**src/design/ooo_rob_pkg.sv**
```systemverilog
`timescale 1ns / 1ps
`default_nettype none
package ooo_rob_pkg;

	localparam int DATA_W           = 32;
	localparam int REG_W            = 3;
	localparam int NUM_REGS         = 2 ** REG_W;
	localparam int MODE_W           = 3;
	localparam int OCC_W            = 3;
	localparam int DEF_NUM_STATIONS = 4;
	localparam int DEF_ROB_DEPTH    = 4;

	typedef enum logic [MODE_W-1:0] {
		OP_ADD = 3'd0,
		OP_SUB = 3'd1,
		OP_MUL = 3'd2,
		OP_DIV = 3'd3,
		OP_LI  = 3'd4
	} op_t;

	typedef enum logic [1:0] {
		ST_ISSUED   = 2'd0,
		ST_NONE     = 2'd1,
		ST_ROB_FULL = 2'd2,
		ST_RS_FULL  = 2'd3
	} issue_status_t;

	typedef struct packed {
		logic                     issue_valid;
		logic [MODE_W-1:0]        mode;
		logic [REG_W-1:0]         target_reg;
		logic [REG_W-1:0]         src1_reg;
		logic [REG_W-1:0]         src2_reg;
		logic signed [DATA_W-1:0] immediate;
		logic [REG_W-1:0]         read_reg;
	} req_word_t;

	typedef struct packed {
		logic [1:0]               issue_status;
		logic                     commit_valid;
		logic [REG_W-1:0]         commit_reg;
		logic signed [DATA_W-1:0] commit_value;
		logic signed [DATA_W-1:0] read_value;
		logic [OCC_W-1:0]         rob_occupancy;
	} rsp_word_t;

	typedef enum logic [3:0] {
		S_IDLE,
		S_ISSUE,
		S_FETCH1,
		S_FETCH2,
		S_ALLOC,
		S_EX_CHECK,
		S_EX_WAIT,
		S_BCAST,
		S_COMMIT
	} ctrl_state_t;

	typedef struct packed {
		logic in_ready;
		logic issue;
		logic fetch1;
		logic fetch2;
		logic alloc;
		logic ex_start;
		logic ex_write;
		logic idx_inc;
		logic idx_clr;
		logic bcast;
		logic commit;
	} cmd_t;

	typedef struct packed {
		logic in_fire;
		logic out_busy;
		logic issue_ok;
		logic is_li;
		logic eligible;
		logic alu_done;
		logic idx_last;
		logic half;
	} status_t;

endpackage
`default_nettype wire

```
**src/design/ooo_rob_req_if.sv**
```systemverilog
`timescale 1ns / 1ps
`default_nettype none
interface ooo_rob_req_if;
	import ooo_rob_pkg::*;
	logic      valid;
	logic      ready;
	req_word_t data;
	modport source (output valid, output data, input ready);
	modport sink (input valid, input data, output ready);
endinterface
`default_nettype wire

```
**src/design/ooo_rob_rsp_if.sv**
```systemverilog
`timescale 1ns / 1ps
`default_nettype none
interface ooo_rob_rsp_if;
	import ooo_rob_pkg::*;
	logic      valid;
	logic      ready;
	rsp_word_t data;
	modport source (output valid, output data, input ready);
	modport sink (input valid, input data, output ready);
endinterface
`default_nettype wire

```
**src/design/ooo_rob_alu.sv**
```systemverilog
`timescale 1ns / 1ps
`default_nettype none
module ooo_rob_alu (
	input  wire logic                            clk,
	input  wire logic                            arst_n,
	input  wire logic                            start,
	input  wire logic [ooo_rob_pkg::MODE_W-1:0]  op,
	input  wire logic [ooo_rob_pkg::DATA_W-1:0]  a,
	input  wire logic [ooo_rob_pkg::DATA_W-1:0]  b,
	output logic                                 done,
	output logic [ooo_rob_pkg::DATA_W-1:0]       result
);
	import ooo_rob_pkg::*;

	localparam int CNT_W = $clog2(DATA_W);

	logic              busy_q, div_q, done_q;
	logic [CNT_W-1:0]  cnt_q;
	logic [MODE_W-1:0] op_q;
	logic [DATA_W-1:0] a_q, b_q, rem_q, quo_q, ub_q, result_q;
	logic              neg_q, zero_q;

	logic [DATA_W-1:0]   ua, ub, rem_sh, rem_nx, quo_nx, simple_res, div_res;
	logic [DATA_W:0]     diff;
	logic [DATA_W-1:0]   prod;
	logic                ge, last;

	assign ua = a[DATA_W-1] ? (~a + 1'b1) : a;
	assign ub = b[DATA_W-1] ? (~b + 1'b1) : b;

	// restoring divide, one quotient bit per clock
	assign rem_sh = {rem_q[DATA_W-2:0], quo_q[DATA_W-1]};
	assign diff   = {1'b0, rem_sh} - {1'b0, ub_q};
	assign ge     = ~diff[DATA_W];
	assign rem_nx = ge ? diff[DATA_W-1:0] : rem_sh;
	assign quo_nx = {quo_q[DATA_W-2:0], ge};
	assign last   = (cnt_q == CNT_W'(DATA_W - 1));
	assign div_res = zero_q ? '0 : (neg_q ? (~quo_nx + 1'b1) : quo_nx);

	// low half of the product only
	assign prod = a_q * b_q;

	always_comb begin
		case (op_q)
			OP_ADD:  simple_res = a_q + b_q;
			OP_SUB:  simple_res = a_q - b_q;
			OP_MUL:  simple_res = prod;
			default: simple_res = a_q;
		endcase
	end

	always_ff @(posedge clk or negedge arst_n) begin
		if (!arst_n) begin
			busy_q <= 1'b0;
			div_q  <= 1'b0;
			done_q <= 1'b0;
			cnt_q  <= '0;
		end else begin
			done_q <= 1'b0;
			if (start) begin
				busy_q <= 1'b1;
				div_q  <= (op == OP_DIV);
				cnt_q  <= '0;
			end else if (busy_q) begin
				if (!div_q) begin
					busy_q <= 1'b0;
					done_q <= 1'b1;
				end else begin
					cnt_q <= cnt_q + 1'b1;
					if (last) begin
						busy_q <= 1'b0;
						done_q <= 1'b1;
					end
				end
			end
		end
	end

	always_ff @(posedge clk) begin
		if (start) begin
			op_q   <= op;
			a_q    <= a;
			b_q    <= b;
			rem_q  <= '0;
			quo_q  <= ua;
			ub_q   <= ub;
			neg_q  <= a[DATA_W-1] ^ b[DATA_W-1];
			zero_q <= (b == '0);
		end else if (busy_q) begin
			if (!div_q) begin
				result_q <= simple_res;
			end else begin
				rem_q <= rem_nx;
				quo_q <= quo_nx;
				if (last) begin
					result_q <= div_res;
				end
			end
		end
	end

	assign done   = done_q;
	assign result = result_q;
endmodule
`default_nettype wire

```
**src/design/ooo_rob_dp.sv**
```systemverilog
`timescale 1ns / 1ps
`default_nettype none
module ooo_rob_dp #(
	parameter int NUM_STATIONS = ooo_rob_pkg::DEF_NUM_STATIONS,
	parameter int ROB_DEPTH    = ooo_rob_pkg::DEF_ROB_DEPTH
) (
	input  wire logic                 clk,
	input  wire logic                 arst_n,
	ooo_rob_req_if.sink               req,
	ooo_rob_rsp_if.source             rsp,
	input  wire ooo_rob_pkg::cmd_t    cmd,
	output ooo_rob_pkg::status_t      stat
);
	import ooo_rob_pkg::*;

	localparam int TAG_W  = $clog2(ROB_DEPTH);
	localparam int SIDX_W = (NUM_STATIONS > 1) ? $clog2(NUM_STATIONS) : 1;
	localparam int CNT_W  = $clog2(ROB_DEPTH + 1);

	req_word_t         req_q;
	logic [DATA_W-1:0] rf_q [NUM_REGS];

	logic [REG_W-1:0]  rob_dest_q [ROB_DEPTH];
	logic [DATA_W-1:0] rob_val_q  [ROB_DEPTH];
	logic              rob_rdy_q  [ROB_DEPTH];
	logic              rob_busy_q [ROB_DEPTH];
	logic [TAG_W-1:0]  head_q, tail_q;
	logic [CNT_W-1:0]  count_q;

	logic [MODE_W-1:0] st_op_q   [NUM_STATIONS];
	logic [TAG_W-1:0]  st_tag1_q [NUM_STATIONS];
	logic [TAG_W-1:0]  st_tag2_q [NUM_STATIONS];
	logic              st_p1_q   [NUM_STATIONS];
	logic              st_p2_q   [NUM_STATIONS];
	logic [DATA_W-1:0] st_v1_q   [NUM_STATIONS];
	logic [DATA_W-1:0] st_v2_q   [NUM_STATIONS];
	logic [TAG_W-1:0]  st_slot_q [NUM_STATIONS];
	logic              st_busy_q [NUM_STATIONS];

	logic [SIDX_W-1:0] idx_q, sel_st_q;
	logic              half_q;
	logic [1:0]        status_q;
	logic [DATA_W-1:0] rdval_q;
	logic              out_valid_q;
	rsp_word_t         out_q;

	logic              in_fire, out_fire;
	logic              free_found, offered, rob_full, issue_ok;
	logic [SIDX_W-1:0] free_idx;
	logic [1:0]        issue_code;
	logic [REG_W-1:0]  src, rf_ra;
	logic              hit;
	logic [TAG_W-1:0]  hit_idx, rob_ra, tail_nx, head_nx;
	logic [DATA_W-1:0] rob_rd_val, rf_rd, fetch_val;
	logic              rob_rd_rdy, rob_rd_busy, fetch_pend;
	logic              eligible, take, cur_p, c_ok, idx_last;
	logic              alu_done;
	logic [DATA_W-1:0] alu_res;

	assign in_fire  = req.valid & req.ready;
	assign out_fire = rsp.valid & rsp.ready;
	assign req.ready = cmd.in_ready;

	always_comb begin
		free_found = 1'b0;
		free_idx   = '0;
		for (int i = NUM_STATIONS - 1; i >= 0; i--) begin
			if (!st_busy_q[i]) begin
				free_found = 1'b1;
				free_idx   = SIDX_W'(i);
			end
		end
	end

	assign offered  = req_q.issue_valid && (req_q.mode <= MODE_W'(OP_LI));
	assign rob_full = (count_q == CNT_W'(ROB_DEPTH));
	assign issue_ok = offered & ~rob_full & free_found;

	always_comb begin
		if (!offered)
			issue_code = ST_NONE;
		else if (rob_full)
			issue_code = ST_ROB_FULL;
		else if (!free_found)
			issue_code = ST_RS_FULL;
		else
			issue_code = ST_ISSUED;
	end

	// youngest in-flight producer of src; oldest scanned first, later hits override
	assign src = cmd.fetch2 ? req_q.src2_reg : req_q.src1_reg;
	always_comb begin
		int t;
		hit     = 1'b0;
		hit_idx = '0;
		for (int k = ROB_DEPTH; k >= 1; k--) begin
			t = int'(tail_q) - k;
			if (t < 0)
				t = t + ROB_DEPTH;
			if ((k <= int'(count_q)) && rob_busy_q[TAG_W'(t)] &&
					(rob_dest_q[TAG_W'(t)] == src)) begin
				hit     = 1'b1;
				hit_idx = TAG_W'(t);
			end
		end
	end

	always_comb begin
		if (cmd.fetch1 || cmd.fetch2)
			rob_ra = hit_idx;
		else if (cmd.bcast)
			rob_ra = half_q ? st_tag2_q[idx_q] : st_tag1_q[idx_q];
		else
			rob_ra = head_q;
	end
	assign rob_rd_val  = rob_val_q[rob_ra];
	assign rob_rd_rdy  = rob_rdy_q[rob_ra];
	assign rob_rd_busy = rob_busy_q[rob_ra];

	assign rf_ra = cmd.issue ? req_q.read_reg : src;
	assign rf_rd = rf_q[rf_ra];

	assign fetch_pend = hit & ~rob_rd_rdy;
	assign fetch_val  = hit ? (rob_rd_rdy ? rob_rd_val : '0) : rf_rd;

	assign eligible = st_busy_q[idx_q] & ~st_p1_q[idx_q] & ~st_p2_q[idx_q];
	assign idx_last = (idx_q == SIDX_W'(NUM_STATIONS - 1));
	assign cur_p    = half_q ? st_p2_q[idx_q] : st_p1_q[idx_q];
	assign take     = st_busy_q[idx_q] & cur_p & rob_rd_busy & rob_rd_rdy;
	assign c_ok     = rob_busy_q[head_q] & rob_rdy_q[head_q];

	assign tail_nx = (tail_q == TAG_W'(ROB_DEPTH - 1)) ? '0 : tail_q + 1'b1;
	assign head_nx = (head_q == TAG_W'(ROB_DEPTH - 1)) ? '0 : head_q + 1'b1;

	ooo_rob_alu u_alu (
		.clk    (clk),
		.arst_n (arst_n),
		.start  (cmd.ex_start & eligible),
		.op     (st_op_q[idx_q]),
		.a      (st_v1_q[idx_q]),
		.b      (st_v2_q[idx_q]),
		.done   (alu_done),
		.result (alu_res)
	);

	always_ff @(posedge clk or negedge arst_n) begin
		if (!arst_n) begin
			for (int i = 0; i < NUM_REGS; i++)
				rf_q[i] <= '0;
			for (int i = 0; i < ROB_DEPTH; i++) begin
				rob_rdy_q[i]  <= 1'b0;
				rob_busy_q[i] <= 1'b0;
			end
			for (int i = 0; i < NUM_STATIONS; i++) begin
				st_busy_q[i] <= 1'b0;
				st_p1_q[i]   <= 1'b0;
				st_p2_q[i]   <= 1'b0;
			end
			head_q      <= '0;
			tail_q      <= '0;
			count_q     <= '0;
			idx_q       <= '0;
			half_q      <= 1'b0;
			out_valid_q <= 1'b0;
		end else begin
			if (cmd.commit)
				out_valid_q <= 1'b1;
			else if (out_fire)
				out_valid_q <= 1'b0;
			if (cmd.fetch1)
				st_p1_q[sel_st_q] <= fetch_pend;
			if (cmd.fetch2)
				st_p2_q[sel_st_q] <= fetch_pend;
			if (cmd.alloc) begin
				if (req_q.mode == MODE_W'(OP_LI)) begin
					st_p1_q[sel_st_q] <= 1'b0;
					st_p2_q[sel_st_q] <= 1'b0;
				end
				st_busy_q[sel_st_q] <= 1'b1;
				rob_rdy_q[tail_q]   <= 1'b0;
				rob_busy_q[tail_q]  <= 1'b1;
				tail_q              <= tail_nx;
				count_q             <= count_q + 1'b1;
			end
			if (cmd.ex_write) begin
				st_busy_q[idx_q]          <= 1'b0;
				rob_rdy_q[st_slot_q[idx_q]] <= 1'b1;
			end
			if (cmd.bcast) begin
				if (take) begin
					if (half_q)
						st_p2_q[idx_q] <= 1'b0;
					else
						st_p1_q[idx_q] <= 1'b0;
				end
				half_q <= ~half_q;
				if (half_q)
					idx_q <= idx_last ? '0 : idx_q + 1'b1;
			end
			if (cmd.idx_inc)
				idx_q <= idx_q + 1'b1;
			if (cmd.idx_clr) begin
				idx_q  <= '0;
				half_q <= 1'b0;
			end
			if (cmd.commit) begin
				if (c_ok) begin
					rf_q[rob_dest_q[head_q]] <= rob_val_q[head_q];
					rob_busy_q[head_q]       <= 1'b0;
					rob_rdy_q[head_q]        <= 1'b0;
					head_q                   <= head_nx;
					count_q                  <= count_q - 1'b1;
				end
			end
		end
	end

	always_ff @(posedge clk) begin
		if (in_fire)
			req_q <= req.data;
		if (cmd.issue) begin
			status_q <= issue_code;
			rdval_q  <= rf_rd;
			sel_st_q <= free_idx;
		end
		if (cmd.fetch1) begin
			st_tag1_q[sel_st_q] <= hit_idx;
			st_v1_q[sel_st_q]   <= fetch_val;
		end
		if (cmd.fetch2) begin
			st_tag2_q[sel_st_q] <= hit_idx;
			st_v2_q[sel_st_q]   <= fetch_val;
		end
		if (cmd.alloc) begin
			if (req_q.mode == MODE_W'(OP_LI)) begin
				st_v1_q[sel_st_q] <= req_q.immediate;
				st_v2_q[sel_st_q] <= '0;
			end
			st_op_q[sel_st_q]   <= req_q.mode;
			st_slot_q[sel_st_q] <= tail_q;
			rob_dest_q[tail_q]  <= req_q.target_reg;
		end
		if (cmd.ex_write)
			rob_val_q[st_slot_q[idx_q]] <= alu_res;
		if (cmd.bcast && take) begin
			if (half_q)
				st_v2_q[idx_q] <= rob_rd_val;
			else
				st_v1_q[idx_q] <= rob_rd_val;
		end
		if (cmd.commit) begin
			out_q.issue_status  <= status_q;
			out_q.commit_valid  <= c_ok;
			out_q.commit_reg    <= c_ok ? rob_dest_q[head_q] : '0;
			out_q.commit_value  <= c_ok ? rob_val_q[head_q] : '0;
			out_q.read_value    <= rdval_q;
			out_q.rob_occupancy <= OCC_W'(c_ok ? (count_q - 1'b1) : count_q);
		end
	end

	assign rsp.valid = out_valid_q;
	assign rsp.data  = out_q;

	// result register still held this cycle
	assign stat.in_fire  = in_fire;
	assign stat.out_busy = out_valid_q & ~out_fire;
	assign stat.issue_ok = issue_ok;
	assign stat.is_li    = (req_q.mode == MODE_W'(OP_LI));
	assign stat.eligible = eligible;
	assign stat.alu_done = alu_done;
	assign stat.idx_last = idx_last;
	assign stat.half     = half_q;
endmodule
`default_nettype wire

```
**src/design/ooo_rob_ctrl.sv**
```systemverilog
`timescale 1ns / 1ps
`default_nettype none
module ooo_rob_ctrl (
	input  wire logic                 clk,
	input  wire logic                 arst_n,
	input  wire ooo_rob_pkg::status_t stat,
	output ooo_rob_pkg::cmd_t         cmd
);
	import ooo_rob_pkg::*;

	ctrl_state_t state_q, state_nx;

	always_ff @(posedge clk or negedge arst_n) begin
		if (!arst_n)
			state_q <= S_IDLE;
		else
			state_q <= state_nx;
	end

	always_comb begin
		state_nx = state_q;
		unique case (state_q)
			S_IDLE:     if (stat.in_fire) state_nx = S_ISSUE;
			S_ISSUE: begin
				if (!stat.issue_ok)
					state_nx = S_EX_CHECK;
				else if (stat.is_li)
					state_nx = S_ALLOC;
				else
					state_nx = S_FETCH1;
			end
			S_FETCH1:   state_nx = S_FETCH2;
			S_FETCH2:   state_nx = S_ALLOC;
			S_ALLOC:    state_nx = S_EX_CHECK;
			S_EX_CHECK: begin
				if (stat.eligible)
					state_nx = S_EX_WAIT;
				else if (stat.idx_last)
					state_nx = S_BCAST;
			end
			S_EX_WAIT: begin
				if (stat.alu_done)
					state_nx = stat.idx_last ? S_BCAST : S_EX_CHECK;
			end
			S_BCAST:    if (stat.idx_last && stat.half) state_nx = S_COMMIT;
			S_COMMIT:   if (!stat.out_busy) state_nx = S_IDLE;
			default:    state_nx = S_IDLE;
		endcase
	end

	always_comb begin
		cmd = '0;
		unique case (state_q)
			S_IDLE:   cmd.in_ready = 1'b1;
			S_ISSUE: begin
				cmd.issue   = 1'b1;
				cmd.idx_clr = 1'b1;
			end
			S_FETCH1: cmd.fetch1 = 1'b1;
			S_FETCH2: cmd.fetch2 = 1'b1;
			S_ALLOC:  cmd.alloc  = 1'b1;
			S_EX_CHECK: begin
				cmd.ex_start = 1'b1;
				if (!stat.eligible) begin
					cmd.idx_clr = stat.idx_last;
					cmd.idx_inc = ~stat.idx_last;
				end
			end
			S_EX_WAIT: begin
				if (stat.alu_done) begin
					cmd.ex_write = 1'b1;
					cmd.idx_clr  = stat.idx_last;
					cmd.idx_inc  = ~stat.idx_last;
				end
			end
			S_BCAST:  cmd.bcast  = 1'b1;
			// hold the machine cycle's result until the last word has gone
			S_COMMIT: cmd.commit = ~stat.out_busy;
			default:  cmd = '0;
		endcase
	end
endmodule
`default_nettype wire

```
**src/design/out_of_order_rob_core_top.sv**
```systemverilog
`timescale 1ns / 1ps
// Per word: issue, two operand fetches (skipped for a load immediate) and allocate, all
// skipped when the word does not issue; then a check of each station in turn, where each
// ready station executes (add, sub, mul, load or divide); then operands are broadcast, and
// commit follows. The shared radix-2 divider sets the worst case. One word is processed at a
// time; the next can be taken in the cycle after commit, even while the last result waits.
// Reset: asynchronous, clears register file, ROB and station valid state and pointers.
`default_nettype none
module out_of_order_rob_core_top #(
	parameter int NUM_STATIONS = ooo_rob_pkg::DEF_NUM_STATIONS,
	parameter int ROB_DEPTH    = ooo_rob_pkg::DEF_ROB_DEPTH
) (
	input  wire logic     clk,
	input  wire logic     arst_n,
	ooo_rob_req_if.sink   req,
	ooo_rob_rsp_if.source rsp
);
	import ooo_rob_pkg::*;

	cmd_t    cmd;
	status_t stat;

	ooo_rob_ctrl u_ctrl (
		.clk    (clk),
		.arst_n (arst_n),
		.stat   (stat),
		.cmd    (cmd)
	);

	ooo_rob_dp #(
		.NUM_STATIONS (NUM_STATIONS),
		.ROB_DEPTH    (ROB_DEPTH)
	) u_dp (
		.clk    (clk),
		.arst_n (arst_n),
		.req    (req),
		.rsp    (rsp),
		.cmd    (cmd),
		.stat   (stat)
	);

	a_rsp_hold: assert property (@(posedge clk) disable iff (!arst_n)
		(rsp.valid && !rsp.ready) |=> (rsp.valid && $stable(rsp.data)))
		else $error("result word changed while waiting");

	a_occ_bound: assert property (@(posedge clk) disable iff (!arst_n)
		rsp.valid |-> (int'(rsp.data.rob_occupancy) <= ROB_DEPTH))
		else $error("ROB occupancy out of range");

	a_no_commit_zero: assert property (@(posedge clk) disable iff (!arst_n)
		(rsp.valid && !rsp.data.commit_valid) |->
			(rsp.data.commit_reg == '0 && rsp.data.commit_value == '0))
		else $error("commit fields not cleared");

	a_single_cmd: assert property (@(posedge clk) disable iff (!arst_n)
		$onehot0({cmd.issue, cmd.fetch1, cmd.fetch2, cmd.alloc, cmd.ex_write,
			cmd.bcast, cmd.commit}))
		else $error("conflicting datapath commands");
endmodule
`default_nettype wire

```
**src/flat_wrapper.sv**
```systemverilog
// flat-port wrapper written by rule: the top's interface ports become plain ports
module out_of_order_rob_core_top_flat import ooo_rob_pkg::*;
#(
	parameter int NUM_STATIONS = ooo_rob_pkg::DEF_NUM_STATIONS,
	parameter int ROB_DEPTH    = ooo_rob_pkg::DEF_ROB_DEPTH
)
  (clk, arst_n, req_valid, req_data, req_ready, rsp_valid, rsp_data, rsp_ready);
  ooo_rob_req_if req_i ();
  ooo_rob_rsp_if rsp_i ();
  input  wire logic clk;
  input  wire logic arst_n;
  input wire logic [$bits(req_i.valid)-1:0] req_valid;
  input wire logic [$bits(req_i.data)-1:0] req_data;
  output wire logic [$bits(req_i.ready)-1:0] req_ready;
  output wire logic [$bits(rsp_i.valid)-1:0] rsp_valid;
  output wire logic [$bits(rsp_i.data)-1:0] rsp_data;
  input wire logic [$bits(rsp_i.ready)-1:0] rsp_ready;
  assign req_i.valid = req_valid;
  assign req_i.data = req_data;
  assign req_ready = req_i.ready;
  assign rsp_valid = rsp_i.valid;
  assign rsp_data = rsp_i.data;
  assign rsp_i.ready = rsp_ready;
  out_of_order_rob_core_top #(.NUM_STATIONS(NUM_STATIONS), .ROB_DEPTH(ROB_DEPTH)) u_core (.clk(clk), .arst_n(arst_n), .req(req_i), .rsp(rsp_i));
endmodule
```
**config.mk**
```make
export PLATFORM = sky130hd
export DESIGN_NAME = out_of_order_rob_core_top_flat
export DESIGN_NICKNAME = d
export VERILOG_FILES = /design/src/design/ooo_rob_pkg.sv /design/src/design/ooo_rob_req_if.sv /design/src/design/ooo_rob_rsp_if.sv /design/src/design/ooo_rob_alu.sv /design/src/design/ooo_rob_dp.sv /design/src/design/ooo_rob_ctrl.sv /design/src/design/out_of_order_rob_core_top.sv /design/src/flat_wrapper.sv
export SDC_FILE = /design/constraint.sdc
export NUM_CORES = 2
export LEC_CHECK = 0
export BUFFER_PORTS_ARGS = -buffer_cell sky130_fd_sc_hd__buf_2
export CELL_PAD_IN_SITES_DETAIL_PLACEMENT = 2
export CELL_PAD_IN_SITES_GLOBAL_PLACEMENT = 2
export CORE_UTILIZATION = 49
export DETAILED_ROUTE_END_ITERATION = 16
export GPL_ROUTABILITY_DRIVEN = 0
export GPL_TIMING_DRIVEN = 0
export PLACE_DENSITY_LB_ADDON = 0.12
export SLEW_MARGIN = 40
export SYNTH_ARGS = -nofsm -noshare
export SYNTH_HDL_FRONTEND = slang
export SYNTH_SLANG_ARGS = --single-unit
```
**constraint.sdc**
```tcl
create_clock -name clk -period 23.4 [get_ports clk]
set_input_delay 1.17 -clock clk [delete_from_list [all_inputs] [get_ports clk]]
set_output_delay 1.17 -clock clk [all_outputs]
set_load 0.02 [all_outputs]
```
==> impl_metrics.ini <==
[clocking]
postCtsHoldBufs = 0
clk_latency_ns = 0.79
cts_tree = built
cts.sinks = 1083
cts_setup_buffers = 0
cts_resized = 0
cts_buffer_depth = 3
clock-root-buffer = clkbuf_16
cts.clk_slew.worst_paths_ns = 0.08
h-tree-depth = 3
numCtsBuffers = 110

[setup_path]
cp_max_fo = 10
critPathLaunchType = register
slowest_delay_ns = 0.77
slowest_stage = a2111oi_1
cp_common_cell = fa_1
cp.arrival_ns = 10.53
criticalPathCategory = reg2reg
required_ns = 23.91
crit_path_end_kind = register

[sta]
min_period_ns = 10.03
slew_violations = 0
finalSetupTns_ns = 0
fin_ws_ns = 13.37
rsz0062_at_grt = false
finClkSkew_ns = 0.0810
worst_pin_slew_ns = 1.10
max_clock_freq_mhz = 99.8
whs_ns = 0.336
slew_headroom = 0.267
setup_violations = 0
period_share = 0.428
hold_viol_final = 0

[run_status]
status = finished, final reports clean

[synth]
synth_warnings = 0
ys_seq_area_frac = 0.463
synth.most_common_cell = edfxtp_1
yosys.area.top_type_share = 0.341
ys_ff_latch = 1083
synthArstFlopShare = 0.276
syn_area_um2 = 66400
synth.area.top_cells = edfxtp_1, fa_1, dfrtp_1
yosysTopAreaCell = edfxtp_1
yosysUniqueCellTypes = 85
ys_top_cells_by_count = edfxtp_1, nand2_1, inv_1
synth_edf_count = 753
syn_area_per_cell_um2 = 12.5
syn_inst = 5327
syn_nets = 5999
synth_flop_cell = edfxtp_1

[flow_run]
cap_violations = 0

[min_path]
hold_path_class = in2async

[drt]
dr.first_iter.drc_count = 6127
drtAntennaViolNets = 0
viasPerCell = 6.83
drc_errors = 0
firstDrtPassIters = 8
routed_wl_um = 309000
avgRoutedWirePerCell_um = 41.3
dr_total_vias = 51088

[layout]
fin_cells = 7485
nNetsFinal = 6282
area_delta_synth_final_pct = 11.8
fillers = 12391
final_layout_size_suffix_gt1_frac = 0.180

[global_routing]
antenna_found_initial = 22
grt_pass1_vias = 55130
overflow = 0
grt_pass1_wl_um = 410000
gr-usage-all-layers = 0.420
grt_start_max_net_pins = 76

[floorplanning]
num_rows = 134
die_x_um = 370
die-area_um2 = 137000
die_y_um = 370
core_area_um2 = 134000
boundaryPins = 127
start_util = 0.495

[place]
port_buffers = 126
place_ws_ns = 13.39
placed_cells = 7265
dp_hpwl_um = 198000
[critical path: cells and delay by family, from the launching register on]
family / cells / cell delay, ns
simple gates: 5 / 1.12
fa+ha+maj: 9 / 4.30
compound gates: 6 / 1.92
flops: 1 / 0.58
buf+inv: 7 / 1.47
xor+xnor: 1 / 0.33
[cell families after synthesis]
| family | after synthesis | synth area share |
|---|---|---|
| AOI/OAI and AO/OA | 716 | 0.0711 |
| xor gates and xnor gates | 269 | 0.0355 |
| adders and majority gates | 620 | 0.163 |
| buffers and inverters | 796 | 0.0467 |
| DFF | 1083 | 0.463 |
| muxes | 569 | 0.126 |
| and+or+nand+nor | 1274 | 0.0944 |
[routing by layer]
metal  vias up  GRT usage  routed length [um]
met5         -          0                 100
met4        16      0.303               30100
met3      1399     0.0711               25500
met2      3729      0.710              149000
met1     26766      0.484              105000
li1      19178          -                   -
[through the flow]
step	instance area, um^2	utilization
6_report	74200	0.554
5_1_grt	74200	0.554
4_1_cts	74100	0.553
3_5_place_dp	70300	0.525
3_3_place_gp	69200	0.517
2_1_floorplan	66400	-
[final cells by class]
type / instances / area (um^2) / area share
Multi-Input combinational cell: 3448 / 32800 / 0.442
Timing Repair Buffer: 171 / 1430 / 0.0193
Clock inverter: 54 / 578 / 0.00779
Antenna cell: 11 / 27.5 / 0.000371
Sequential cell: 1083 / 30700 / 0.414
Buffer: 289 / 1280 / 0.0172
Tap cell: 1768 / 2210 / 0.0298
Inverter: 507 / 1910 / 0.0257
Clock buffer: 154 / 3250 / 0.0437
[registers in the layout (all words and copies together), names as in the netlist, 5 cells and up]
register / cells
u_core.u_dp.st_tag2_q: 8
u_core.u_dp.st_op_q: 12
u_core.u_dp.rf_q: 256
u_core.u_dp.u_alu.b_q: 32
u_core.u_dp.st_slot_q: 8
u_core.u_dp.st_v2_q: 128
u_core.u_dp.rob_val_q: 128
u_core.u_dp.req_q: 48
u_core.u_dp.u_alu.ub_q: 31
u_core.u_dp.u_alu.result: 32
u_core.u_dp.st_v1_q: 128
u_core.u_dp.u_alu.rem_q: 31
u_core.u_dp.rsp.data: 73
u_core.u_dp.u_alu.a_q: 32
u_core.u_dp.u_alu.quo_q: 32
u_core.u_dp.u_alu.cnt_q: 5
u_core.u_dp.rob_dest_q: 12
u_core.u_dp.rdval_q: 32
u_core.u_dp.st_tag1_q: 8
[layout by cell type (no fill, tap or decap), drive strengths merged, types with 71 or more instances in the layout]
master,instances
a21oi,131
and2,326
buf,241
clkbuf,373
dfrtp,299
edfxtp,753
fa,410
ha,210
inv,510
mux2,299
mux2i,88
mux4,182
nand2,514
nor2,159
o21ai,243
o22ai,71
xnor2,145
xor2,124
[worst paths after layout]
path                                          start                            to  slack, ns  depth (start not counted)
setup / recovery           u_core.u_dp.u_alu.b_q[6]  u_core.u_dp.u_alu.result[29]      13.37                         28
hold / removal                               arst_n         u_core.u_dp.rf_q[252]       0.34                          1
setup reg to reg           u_core.u_dp.u_alu.b_q[6]  u_core.u_dp.u_alu.result[29]      13.37                         28
hold reg to reg             u_core.u_dp.rdval_q[14]      u_core.u_dp.rsp.data[17]       0.42                          0
max in group asynchronous                    arst_n         u_core.u_dp.rf_q[206]      21.45                          4
min in group clk            u_core.u_dp.rdval_q[14]      u_core.u_dp.rsp.data[17]       0.42                          0
Power is left out: the tool's default activity adds up to more than one toggle a clock period on the data nets, which glitch-free logic cannot reach.
